===== config.mk =====
export PLATFORM = sky130hd
export DESIGN_NAME = imu_serial_frame_decoder
export DESIGN_NICKNAME = d
export VERILOG_FILES = /design/src/hdl/isfd_pkg.sv /design/src/hdl/imu_serial_frame_decoder.sv /design/src/hdl/isfd_cell.sv
export VERILOG_INCLUDE_DIRS = /design/src /design/src/hdl
export SDC_FILE = /design/constraint.sdc
export NUM_CORES = 1
export LEC_CHECK = 0
export CORE_UTILIZATION = 64
export DETAILED_ROUTE_END_ITERATION = 7
export DONT_BUFFER_PORTS = 1
export GPL_TIMING_DRIVEN = 0
export HOLD_SLACK_MARGIN = 0.08
export PLACE_DENSITY = 0.85
export SLEW_MARGIN = 5
export SYNTH_ARGS = -nofsm -noshare
export SYNTH_HDL_FRONTEND = slang
export SYNTH_HIERARCHICAL = 1
export SYNTH_SLANG_ARGS = --single-unit

===== constraint.sdc =====
create_clock -name clk -period 13.2 [get_ports clk]
set_input_delay 1.98 -clock clk [delete_from_list [all_inputs] [get_ports clk]]
set_output_delay 1.98 -clock clk [all_outputs]
set_load 0.01 [all_outputs]

===== src/hdl/imu_serial_frame_decoder_defines.svh =====
// assertion macros for the imu serial frame decoder
// no dependencies; define SYNTH to compile the checks away
`ifndef IMU_SERIAL_FRAME_DECODER_DEFINES_SVH
`define IMU_SERIAL_FRAME_DECODER_DEFINES_SVH

`ifndef SYNTH
`define ISFD_ASSERT_IMPLY(label, clk, rst_n, pre, post, msg) \
	label: assert property (@(posedge clk) disable iff (!(rst_n)) (pre) |-> (post)) \
		else $error(msg);
`define ISFD_ASSERT_NEXT(label, clk, rst_n, pre, post, msg) \
	label: assert property (@(posedge clk) disable iff (!(rst_n)) (pre) |=> (post)) \
		else $error(msg);
`else
`define ISFD_ASSERT_IMPLY(label, clk, rst_n, pre, post, msg)
`define ISFD_ASSERT_NEXT(label, clk, rst_n, pre, post, msg)
`endif

`endif


===== src/hdl/isfd_pkg.sv =====
// shared types and constants of the imu serial frame decoder
// no dependencies
`default_nettype none

package isfd_pkg;

	localparam int unsigned FRAME_LEN           = 20;
	localparam int unsigned COUNT_LIMIT_DEFAULT = 255;
	// cells hold every frame byte but the last one, which is the incoming byte
	localparam int unsigned CHAIN_DEPTH         = FRAME_LEN - 1;

	localparam logic [7:0] START_MARK = 8'h24;
	localparam logic [7:0] TERM_CR    = 8'h0D;
	localparam logic [7:0] TERM_LF    = 8'h0A;
	localparam logic [7:0] TERM_NUL   = 8'h00;

	typedef logic [7:0] byte_t;

	typedef struct packed {
		logic shift;
		logic clear;
	} cell_ctrl_t;

endpackage

`default_nettype wire


===== src/hdl/imu_serial_frame_decoder.sv =====
// Serial IMU frame decoder.
// Input channel (in_valid/in_ready, rx_byte) takes one received byte per request.
// A frame ends on the byte sequence 0x00, CR, LF; the history before the first
// byte of a frame counts as zero, so CR, LF alone also ends a (short) frame.
// At every frame end one result goes out on the output channel
// (out_valid/out_ready): frame_ok, frame_length (saturating at 255) and, for a
// good frame of exactly 20 bytes starting with '$', the message and packet
// counts and seven signed big-endian words; for any other frame those are 0.
// Bytes move through a chain of 19 byte cells, one shift per accepted byte;
// the result is decoded combinationally from the cells and the incoming byte.
// Throughput: one byte per cycle unless a pending result stalls the input. The result
// is registered, valid the cycle after the terminating LF is accepted. A single output
// register parts the channels: while a result waits, in_ready stays high only in a
// cycle where out_ready is high, so a stalled receiver stalls the input once a result is pending.
// Reset (arst_n low) empties the cells, the byte count and the output register.
// The byte count saturates at COUNT_LIMIT; an overlong frame is never good.
// Depends on isfd_pkg, isfd_cell and imu_serial_frame_decoder_defines.svh.
`default_nettype none

module imu_serial_frame_decoder #(
	parameter int unsigned COUNT_LIMIT = isfd_pkg::COUNT_LIMIT_DEFAULT
) (
	input  wire                clk,
	input  wire                arst_n,
	input  wire                in_valid,
	output logic               in_ready,
	input  isfd_pkg::byte_t    rx_byte,
	output logic               out_valid,
	input  wire                out_ready,
	output logic               frame_ok,
	output logic [7:0]         frame_length,
	output logic [7:0]         message_count,
	output logic [7:0]         pkt_count,
	output logic signed [15:0] quat_w,
	output logic signed [15:0] quat_x,
	output logic signed [15:0] quat_y,
	output logic signed [15:0] quat_z,
	output logic signed [15:0] accel_x,
	output logic signed [15:0] accel_y,
	output logic signed [15:0] accel_z
);
	import isfd_pkg::*;

	`include "imu_serial_frame_decoder_defines.svh"

	localparam int unsigned CNT_W = $clog2(COUNT_LIMIT + 1);
	localparam int unsigned LEN_W = (CNT_W > 8) ? CNT_W : 8;
	localparam int unsigned LAST  = CHAIN_DEPTH - 1;

	byte_t      cell_data  [CHAIN_DEPTH];
	logic       cell_valid [CHAIN_DEPTH];
	cell_ctrl_t cell_ctrl;

	logic             accept;
	logic             frame_end;
	logic             good;
	logic             at_limit;
	logic [CNT_W-1:0] count_q;
	logic [CNT_W-1:0] count_after;
	logic [LEN_W-1:0] len_ext;
	logic             overflow_q;

	assign in_ready = !out_valid || out_ready;
	assign accept   = in_valid && in_ready;

	// history: cell 0 is the byte before rx_byte, cell 1 the one before that
	assign frame_end = (rx_byte == TERM_LF) && (cell_data[0] == TERM_CR)
		&& (cell_data[1] == TERM_NUL);

	assign cell_ctrl.shift = accept;
	assign cell_ctrl.clear = accept && frame_end;

	genvar gi;
	generate
		for (gi = 0; gi < CHAIN_DEPTH; gi++) begin : g_chain
			if (gi == 0) begin : g_head
				isfd_cell u_cell (
					.clk        (clk),
					.arst_n     (arst_n),
					.ctrl       (cell_ctrl),
					.prev_data  (rx_byte),
					.prev_valid (1'b1),
					.data       (cell_data[gi]),
					.valid      (cell_valid[gi])
				);
			end else begin : g_body
				isfd_cell u_cell (
					.clk        (clk),
					.arst_n     (arst_n),
					.ctrl       (cell_ctrl),
					.prev_data  (cell_data[gi-1]),
					.prev_valid (cell_valid[gi-1]),
					.data       (cell_data[gi]),
					.valid      (cell_valid[gi])
				);
			end
		end
	endgenerate

	assign at_limit    = (count_q == CNT_W'(COUNT_LIMIT));
	assign count_after = at_limit ? count_q : count_q + CNT_W'(1);
	assign len_ext     = LEN_W'(count_after);

	// exactly FRAME_LEN bytes means every cell holds a byte of this frame,
	// so frame byte k sits in cell LAST - k
	assign good = !overflow_q && !at_limit && cell_valid[LAST]
		&& (count_q == CNT_W'(FRAME_LEN - 1)) && (cell_data[LAST] == START_MARK);

	always_ff @(posedge clk or negedge arst_n) begin
		if (!arst_n) begin
			count_q    <= '0;
			overflow_q <= 1'b0;
		end else if (accept) begin
			if (frame_end) begin
				count_q    <= '0;
				overflow_q <= 1'b0;
			end else begin
				count_q    <= count_after;
				overflow_q <= overflow_q || at_limit;
			end
		end
	end

	always_ff @(posedge clk or negedge arst_n) begin
		if (!arst_n) begin
			out_valid <= 1'b0;
		end else if (accept && frame_end) begin
			out_valid <= 1'b1;
		end else if (out_ready) begin
			out_valid <= 1'b0;
		end
	end

	always_ff @(posedge clk) begin
		if (accept && frame_end) begin
			frame_ok      <= good;
			frame_length  <= (len_ext > LEN_W'(255)) ? 8'hFF : len_ext[7:0];
			message_count <= good ? cell_data[LAST-1] : '0;
			pkt_count     <= good ? cell_data[LAST-16] : '0;
			quat_w        <= good ? {cell_data[LAST-2], cell_data[LAST-3]} : '0;
			quat_x        <= good ? {cell_data[LAST-4], cell_data[LAST-5]} : '0;
			quat_y        <= good ? {cell_data[LAST-6], cell_data[LAST-7]} : '0;
			quat_z        <= good ? {cell_data[LAST-8], cell_data[LAST-9]} : '0;
			accel_x       <= good ? {cell_data[LAST-10], cell_data[LAST-11]} : '0;
			accel_y       <= good ? {cell_data[LAST-12], cell_data[LAST-13]} : '0;
			accel_z       <= good ? {cell_data[LAST-14], cell_data[LAST-15]} : '0;
		end
	end

	`ISFD_ASSERT_IMPLY(a_ok_len, clk, arst_n, out_valid && frame_ok, frame_length == 8'(FRAME_LEN), "good frame with wrong length")
	`ISFD_ASSERT_IMPLY(a_bad_zero, clk, arst_n, out_valid && !frame_ok, message_count == 8'd0 && quat_w == 16'sd0 && accel_z == 16'sd0, "bad frame carries payload")
	`ISFD_ASSERT_NEXT(a_end_clears, clk, arst_n, accept && frame_end, count_q == '0 && !overflow_q && !cell_valid[0], "frame state not cleared after frame end")
	`ISFD_ASSERT_IMPLY(a_ovf_sat, clk, arst_n, overflow_q, at_limit, "overflow set below count limit")

endmodule

`default_nettype wire


===== src/hdl/isfd_cell.sv =====
// one byte cell of the frame shift chain: data plus a valid mark
// depends on isfd_pkg
`default_nettype none

module isfd_cell (
	input  wire                clk,
	input  wire                arst_n,
	input  isfd_pkg::cell_ctrl_t ctrl,
	input  isfd_pkg::byte_t    prev_data,
	input  wire                prev_valid,
	output isfd_pkg::byte_t    data,
	output logic               valid
);
	import isfd_pkg::*;

	byte_t data_q;
	logic  valid_q;

	always_ff @(posedge clk) begin
		if (ctrl.shift) begin
			data_q <= prev_data;
		end
	end

	// clear wins over shift: the frame that just ended leaves nothing behind
	always_ff @(posedge clk or negedge arst_n) begin
		if (!arst_n) begin
			valid_q <= 1'b0;
		end else if (ctrl.clear) begin
			valid_q <= 1'b0;
		end else if (ctrl.shift) begin
			valid_q <= prev_valid;
		end
	end

	// an empty cell reads as zero, as the cleared history does
	assign data  = valid_q ? data_q : '0;
	assign valid = valid_q;

endmodule

`default_nettype wire


# Word level (Yosys, flattened, before mapping)
# Index checks and enable logic that the tools add are counted.
[word_totals]
input_bits = 12
output_inout_bits = 139
regBits = 318
word_cells = 137
[classes]
n_reduce_logical = 16
order_cmp = 1
n_mux = 62
add_sub_neg = 1
eq_ne = 5
[op_table]
columns = ["op", "count"]
rows = [
  ["two-way mux 8 bit", 21],
  ["two-way mux 1 bit", 41],
  ["equality test 8 x 4 -> 1 bit (second input constant)", 2],
  ["adder 8 x 1 -> 8 bit (second input constant)", 1],
  ["equality test 8 x 5 -> 1 bit (second input constant)", 1],
  ["equality test 8 x 6 -> 1 bit (second input constant)", 1],
  ["equality test 8 bit (second input constant)", 1],
  ["> comparator 8 bit (second input constant)", 1],
  ["logical AND 1 bit", 8],
  ["zero test 8 bit", 1],
  ["nonzero test 2 bit", 2],
  ["zero test 1 bit", 3],
  ["logical OR 1 bit", 2],
]

# Depth between registers and ports, before layout
# Gate-level depths: netlist of the first run.
[logic_depth]
depth_word = 6
depth_mapped = 8
mapped_depth_nobuf = 6

# Modules after synthesis
# Netlist of the first run, hierarchy kept.
[modules_own_cells]
columns = ["module", "area_per_inst_um2", "cells_per_inst", "n_inst", "seq_area_each_um2"]
rows = [
  ["isfd_cell", 339.1, 19, 19, 265.3],
  ["imu_serial_frame_decoder", 5694.2, 365, 1, 4364.2],
]

# Least setup slack after synthesis of the first run
# Ideal clock, no wire load.
[synth_path]
path_type = "input to register"
start = "in rx_byte[0]"
end = "reg accel_x[0], enable pin"
path_buffers = 0
setup_time_ps = 665
path_stages = 4
arrival_time_ps = 8957
required_ps = 12535
slack_ps = 3578
cell_sequence = "nor4bb_1 > nand4_1 > nand3b_1 > nor2_1"
[synth_lines]
columns = ["element", "line", "source"]
rows = [
  ["start: declaration", "imu_serial_frame_decoder.sv:27", "input isfd_pkg::byte_t rx_byte,"],
  ["end signal: assignment", "imu_serial_frame_decoder.sv:144", "accel_x <= good ? {cell_data[LAST-10], cell_data[LAST-11]} : '0;"],
  ["end: declaration", "imu_serial_frame_decoder.sv:38", "output logic signed [15:0] accel_x,"],
]

# Final worst setup path of the first run
[layout_path]
start = "in out_ready"
end = "out in_ready"
[layout_between]
elab_chain_len = 1
[layout_rtl]
columns = ["element", "line", "source"]
rows = [
  ["start: declaration", "imu_serial_frame_decoder.sv:29", "input wire out_ready,"],
  ["logical OR 1 bit", "imu_serial_frame_decoder.sv:63", "assign in_ready = !out_valid || out_ready;"],
  ["end: declaration", "imu_serial_frame_decoder.sv:26", "output logic in_ready,"],
]
# No other way between the ends.

==> results.sh, run 1 <==
export IMPL_outcome="finished, final reports clean"
export IMPL_rsz0062_at_grt="no"
export IMPL_dr_pass1_iters=5
export IMPL_netlist_instances=726
export IMPL_clk_latency_ns=0.54
export IMPL_synth_most_common_cell="edfxtp_1"
export IMPL_setup_violations=0
export IMPL_die_w_um=139.7
export IMPL_path_cells="nand2b_1"
export IMPL_max_stage_delay_ns=0.20
export IMPL_fin_crit_ns=4.162
export IMPL_synth_edf_count=289
export IMPL_post_cts_setup_buffer_count=0
export IMPL_grt_max_degree=91
export IMPL_clock_path_buffers=3
export IMPL_cp_slowest_cell="nand2b_1"
export IMPL_vias=5748
export IMPL_dp_final_hpwl_um=13480
export IMPL_ys_ff_latch=318
export IMPL_rows=49
export IMPL_fin_nets=777
export IMPL_rr_startpoint="g_chain[0].g_head.u_cell/valid"
export IMPL_grt_use_total_pct=21.51
export IMPL_cp_arrival_ns=2.18
export IMPL_setup_tns_ns=0
export IMPL_yosysWarnings=6
export IMPL_synth_cell_types=40
export IMPL_cp_end_kind="primary output"
export IMPL_drv_cap=0
export IMPL_path_max_fanout=3
export IMPL_fin_crit_sh_pct=31.53
export IMPL_reg2reg_slack_ns=9.94
export IMPL_synth_flop_cell="edfxtp_1"
export IMPL_die_y_um=139.7
export IMPL_clk_pin_slew_ns=0.06
export IMPL_io_buffer_count=0
export IMPL_cts_buffers=30
export IMPL_synthTopCellsByCount="edfxtp_1 (289), and2_2 (152), and2_1 (128), dfrtp_1 (29), nor2_1 (29)"
export IMPL_hold_path_end="overflow_q"
export IMPL_core_mm2=0.01827
export IMPL_root_buffer="clkbuf_16"
export IMPL_wl_per_cell_um=20.27
export IMPL_pre_cts_ws_ns=8.647
export IMPL_io_pins=151
export IMPL_cts_resized=0
export IMPL_synthArstFlopShare_pct=9.119
export IMPL_synth_area_leader_cell="edfxtp_1"
export IMPL_area_growth_pct=11.52
export IMPL_antenna_found_initial=0
export IMPL_hold_depth=2
export IMPL_leakagePower_nw=5.200
export IMPL_path_delay_family="simple AND/OR/NAND/NOR gates"
export IMPL_start_kind="input pin"
export IMPL_r2r_end="quat_y[0]"
export IMPL_grt_pass1_vias=5938
export IMPL_hold_violations=0
export IMPL_gp_congestion=0.9614
export IMPL_drtIter0Drc=324
export IMPL_die_area_mm2=0.01952
export IMPL_crit_buf_inv=0
export IMPL_start_util_pct=66.43
export IMPL_ctsHtreeMaxLevel=1
export IMPL_ys_seq_area_share_pct=77.48
export IMPL_yosys_top_cells_area="edfxtp_1 (72%), and2_2 (9.4%), and2_1 (6.6%)"
export IMPL_worst_r2r_path_depth=8
export IMPL_n_antenna_cell=0
export IMPL_wl_um=20610
export IMPL_worstPathRequired_ns=11.22
export IMPL_finalClockSkew_ns=0.009382
export IMPL_whs_ns=0.5122
export IMPL_ant_nets=0
export IMPL_syn_area_mm2=0.01214
export IMPL_cts_tree="done"
export IMPL_relSlewSlack_pct=44.19
export IMPL_min_from="overflow_q"
export IMPL_min_path_type="reg -> reg"
export IMPL_synth_nets=739
export IMPL_worstMarginPinSlew_ns=0.8371
export IMPL_grt_pass1_wl_um=32070
export IMPL_yosys_area_top_type_share_pct=71.51
export IMPL_cts_hold_buffers=0
export IMPL_power_density_mw_per_mm2=170.9
export IMPL_cts_sinks=318
export IMPL_drive_above_1_share_pct=28.17
export IMPL_vias_per_cell=5.652
export IMPL_synth_area_per_cell_um2=16.72
export IMPL_worst_setup_path_type="in -> out"
export IMPL_worst_slack_ns=9.038
export IMPL_grt_overflow_total=0
export IMPL_peakVddDrop_v=0.0001431
export IMPL_maxSlewViolCount=0
export IMPL_fmax_ghz=0.2403
export IMPL_route_detailed_drc=0
cell families (layout without fill, tap and decap cells):
group | after synthesis | count (layout) | synth area share, %
flip-flops | 318 | 318 | 77.48
AO/OA/AOI/OAI | 17 | 17 | 0.8557
XOR/XNOR | 4 | 4 | 0.2887
other | 1 | 1 | 0.03090
adder cells (fa/ha/maj) | 1 | 1 | 0.1031
buffers and inverters | 18 | 80 | 0.7318
AND/OR/NAND/NOR | 347 | 347 | 18.85
multiplexers | 20 | 20 | 1.660
layout make-up:
cell class	instances	area [um^2]
fill	1066	4736
tap	229	286.5
buffer	16	81.33
clock buffer	42	857.1
clock inverter	14	98.84
inverter	2	12.51
timing repair buffer	6	142.6
multi-input combinational	390	2651
sequential	318	9404
metrics by stage:
step	area [um^2]	utilization [%]	std cells	total power, mW
6_report	13530	74.08	1017	2.313
5_1_grt	13530	74.08	1017	2.396
4_1_cts	13530	74.08	1017	2.328
3_5_place_dp	12580	68.85	961	1.513
3_3_place_gp	12420	68.00	955	1.498
2_1_floorplan	12140	-	726	1.442
state kept, by name, indices dropped and copies added, names as in the netlist:
signal                        count
g_chain.g_head.u_cell/valid       1
count_q                           8
quat_w                           16
out_valid                         1
g_chain.g_body.u_cell/data_q    144
accel_x                          16
message_count                     8
quat_z                           16
accel_y                          16
pkt_count                         8
frame_length                      8
g_chain.g_head.u_cell/data_q      8
frame_ok                          1
accel_z                          16
g_chain.g_body.u_cell/valid      18
quat_x                           16
overflow_q                        1
quat_y                           16
layer usage:
layer | global-route usage [%] | vias up | wire length, um
met1 | 27.73 | 2819 | 8508
met5 | 0 | - | 0
met4 | 7.461 | 0 | 503
li1 | - | 2673 | -
met3 | 4.646 | 38 | 1281
met2 | 36.42 | 218 | 10320
power by group:
part	leakage [nW]	internal (mW)	switching, mW
Clock	0.476	0.472	0.347
Combinational	1.36	0.101	0.0944
Sequential	3.37	1.22	0.0831
cell usage in the layout, fill, tap and decap left out, types with 2 or more instances in the layout:
master,Yosys,final
buf_12,0,3
nand2_1,10,10
dfrtp_1,29,29
clkbuf_8,0,4
o21a_1,2,2
xnor2_1,2,2
nor4_1,4,4
nor2_1,29,28
buf_4,2,2
clkbuf_16,0,31
nand3b_1,2,2
clkinv_2,0,9
buf_16,0,3
mux2i_1,19,19
and2_2,152,152
nand4_1,4,4
a21oi_1,8,8
nor4bb_1,2,2
clkinv_1,1,2
clkbuf_2,11,11
clkbuf_1,3,10
and2_1,128,128
xor2_1,2,2
nand3_1,5,5
edfxtp_1,289,289
o21ai_0,3,3
worst max path at each step:
stage / startpoint / end / slack [ns] / cells after the start
floorplan: rx_byte[0] / accel_x[0] / 3.58 / 4
global placement: rx_byte[0] / quat_z[11] / 1.40 / 4
detailed placement: out_ready / g_chain[5].g_body.u_cell/valid / 8.65 / 7
CTS: out_ready / in_ready / 9.04 / 1
global route: rx_byte[0] / quat_x[0] / 9.01 / 7
finish: out_ready / in_ready / 9.04 / 1
(Power assumes the default switching activity.)
==> run 2, diff against run 1 <==
--- a/config.mk
+++ b/config.mk
@@ -6,12 +6,13 @@
 export SDC_FILE = /design/constraint.sdc
 export NUM_CORES = 1
 export LEC_CHECK = 0
-export CORE_UTILIZATION = 64
+export ABC_AREA = 1
+export CORE_UTILIZATION = 63
 export DETAILED_ROUTE_END_ITERATION = 7
 export DONT_BUFFER_PORTS = 1
 export GPL_TIMING_DRIVEN = 0
 export HOLD_SLACK_MARGIN = 0.08
-export PLACE_DENSITY = 0.85
+export PLACE_DENSITY = 0.84
 export SLEW_MARGIN = 5
 export SYNTH_ARGS = -nofsm -noshare
 export SYNTH_HDL_FRONTEND = slang
==> constraint.sdc (replaced) <==
create_clock -name clk -period 4.21 [get_ports clk]
set_input_delay 0.6315 -clock clk [delete_from_list [all_inputs] [get_ports clk]]
set_output_delay 0.6315 -clock clk [all_outputs]
set_load 0.01 [all_outputs]
==> results.sh, run 2 <==
export IMPL_outcome="finished, final reports clean"
export IMPL_fmax_ghz=0.3568
export IMPL_setup_violations=0
export IMPL_io_pins=151
export IMPL_netlist_instances=1124
export IMPL_peakVddDrop_v=0.0004514
export IMPL_root_buffer="clkbuf_16"
export IMPL_pre_cts_ws_ns=1.244
export IMPL_power_switching_mw=1.532
export IMPL_die_area_mm2=0.02096
export IMPL_cts_resized=0
export IMPL_synth_edf_count=289
export IMPL_drive_above_1_share_pct=10.94
export IMPL_finish_utilization_pct=73.30
export IMPL_finalClockSkew_ns=0.01150
export IMPL_cp_arrival_ns=3.04
export IMPL_worst_slack_ns=1.407
export IMPL_p_total_mw=7.033
export IMPL_p_int_mw=5.500
export IMPL_power_density_mw_per_mm2=486.6
export IMPL_fin_nets=1179
export IMPL_rows=51
export IMPL_start_util_pct=65.14
export IMPL_route_detailed_drc=0
export IMPL_ant_nets=0
export IMPL_final_cell_mix="inv_1 (312), edfxtp_1 (289), nand2_1 (196), nor2_1 (171), nand3_1 (41)"
export IMPL_cts_tree="done"
export IMPL_worst_setup_path_type="reg -> reg"
export IMPL_top_register="g_chain.g_body.u_cell/data_q"
export IMPL_largest_register_ff_count=144
export IMPL_clock_path_buffers=3
export IMPL_synth_area_per_cell_um2=11.43
export IMPL_synth_most_common_cell="inv_1"
export IMPL_synth_area_leader_cell="edfxtp_1"
export IMPL_ys_seq_area_share_pct=73.22
export IMPL_min_path_type="in -> reg"
export IMPL_n_antenna_cell=0
export IMPL_relSlewSlack_pct=58.30
export IMPL_clk_latency_ns=0.54
export IMPL_fin_crit_ns=2.803
export IMPL_vias_per_cell=4.951
export IMPL_fin_crit_sh_pct=66.57
export IMPL_syn_area_mm2=0.01284
export IMPL_maxSlewViolCount=0
export IMPL_yosys_area_top_type_share_pct=67.57
export IMPL_synthTopCellsByCount="inv_1 (312), edfxtp_1 (289), nand2_1 (196), nor2_1 (172), nand3_1 (41)"
export IMPL_synthArstFlopShare_pct=9.119
export IMPL_area_growth_pct=12.54
export IMPL_grt_pass1_vias=7232
export IMPL_post_cts_setup_buffer_count=0
export IMPL_seq_power_share_pct=52.3
export IMPL_hold_violations=0
export IMPL_switching_share_pct=21.79
export IMPL_vias=7194
export IMPL_wl_um=23320
export IMPL_p_clk_share_pct=41.2
export IMPL_cts_buffers=31
export IMPL_gp_congestion=0.8216
export IMPL_wl_per_cell_um=16.05
export IMPL_dr_pass1_iters=5
export IMPL_grt_overflow_total=0
export IMPL_drtIter0Drc=535
export IMPL_die_y_um=144.8
export IMPL_yosysWarnings=6
export IMPL_die_w_um=144.8
export IMPL_rsz0062_at_grt="no"
export IMPL_leakagePower_nw=6.019
export IMPL_cts_sinks=318
export IMPL_ctsHtreeMaxLevel=1
export IMPL_path_max_fanout=31
export IMPL_final_common_cell="inv_1"
export IMPL_worstMarginPinSlew_ns=0.6254
export IMPL_io_buffer_count=0
export IMPL_ys_ff_latch=318
export IMPL_cts_hold_buffers=2
export IMPL_fin_cells=1453
export IMPL_clk_pin_slew_ns=0.07
export IMPL_core_mm2=0.01972
export IMPL_combinationalPowerShare_pct=6.5
export IMPL_worstPathRequired_ns=4.45
export IMPL_antenna_found_initial=0
export IMPL_grt_pass1_wl_um=36020
export IMPL_cp_end_kind="flip-flop"
export IMPL_start_kind="flip-flop"
export IMPL_grt_max_degree=111
export IMPL_synth_flop_cell="edfxtp_1"
export IMPL_synth_cell_types=18
export IMPL_yosys_top_cells_area="edfxtp_1 (68%), inv_1 (9.1%), nand2_1 (5.7%)"
export IMPL_grt_use_total_pct=22.68
export IMPL_drv_cap=0
export IMPL_synth_nets=1137
export IMPL_dp_final_hpwl_um=14850
export IMPL_dp_cells=1396
run 2: final cells by class:
class / count / area, um^2
Sequential cell: 318 / 9404
Fill cell: 1212 / 5264
Multi-Input combinational cell: 459 / 1911
Inverter: 313 / 1182
Clock buffer: 37 / 808.3
Buffer: 34 / 361.6
Tap cell: 265 / 331.6
Clock inverter: 18 / 262.8
Timing Repair Buffer: 9 / 192.7
run 2: power by group through the flow:
stage                     Sequential (mW)  Clock [mW]  Combinational [mW]
after floorplan                      3.72           0               0.351
after global placement               3.74           0               0.419
after detailed placement             3.74           0               0.443
after CTS                            3.68        2.93               0.463
after global routing                 3.69        3.05               0.520
final                                3.68        2.90               0.460
run 2: path summary, 6_finish.rpt:
kind,depth (start not counted),startpoint,slack (ns),endpoint
worst max register to register,12,g_chain[1].g_body.u_cell/valid,1.41,accel_x[4]
worst min-delay path,0,rx_byte[1],0.19,g_chain[0].g_head.u_cell/data_q[1]
worst min register to register,2,g_chain[1].g_body.u_cell/data_q[2],0.53,g_chain[2].g_body.u_cell/data_q[2]
max in group asynchronous,2,arst_n,3.48,g_chain[15].g_body.u_cell/valid
min in group asynchronous,2,arst_n,0.54,out_valid
worst max-delay path,12,g_chain[1].g_body.u_cell/valid,1.41,accel_x[4]
run 2: critical path, stage by stage (launching register included):
cell and delay [ns]:
dfrtp_1 0.39, buf_6 0.14, nand2_1 0.06, inv_1 0.06, nor2_1 0.11, nand2_1 0.06, nor2_1 0.15, nand3_1 0.20
nor2_4 0.48, buf_12 0.26, buf_16 0.19, buf_16 0.17, buf_12 0.20
run 2: routing by layer:
layer  wire length (um)  vias up  global-route usage [%]
li1                   -     3498                       -
met1               9323     3429                   27.83
met4                635        0                   7.590
met2              11880      224                   39.45
met5                  0        -                       0
met3               1482       43                   5.462
run 2: kinds of logic after synthesis:
| group | after synthesis | synth area share [%] |
|---|---|---|
| fa+ha+maj | 1 | 0.09740 |
| other cells | 1 | 0.02920 |
| flops | 318 | 73.22 |
| compound gates | 5 | 0.2046 |
| simple gates | 452 | 14.49 |
| buf+inv | 347 | 11.96 |
run 2: through the flow:
stage          area [um^2]  hold slack, ns  TNS, ns
6_report             14450          0.1897        0
5_1_grt              14450          0.1621        0
4_1_cts              14450          0.1674        0
3_5_place_dp         13350          0.3372        0
3_3_place_gp         13180          0.3371  -128.57
2_1_floorplan        12850          0.3359        0
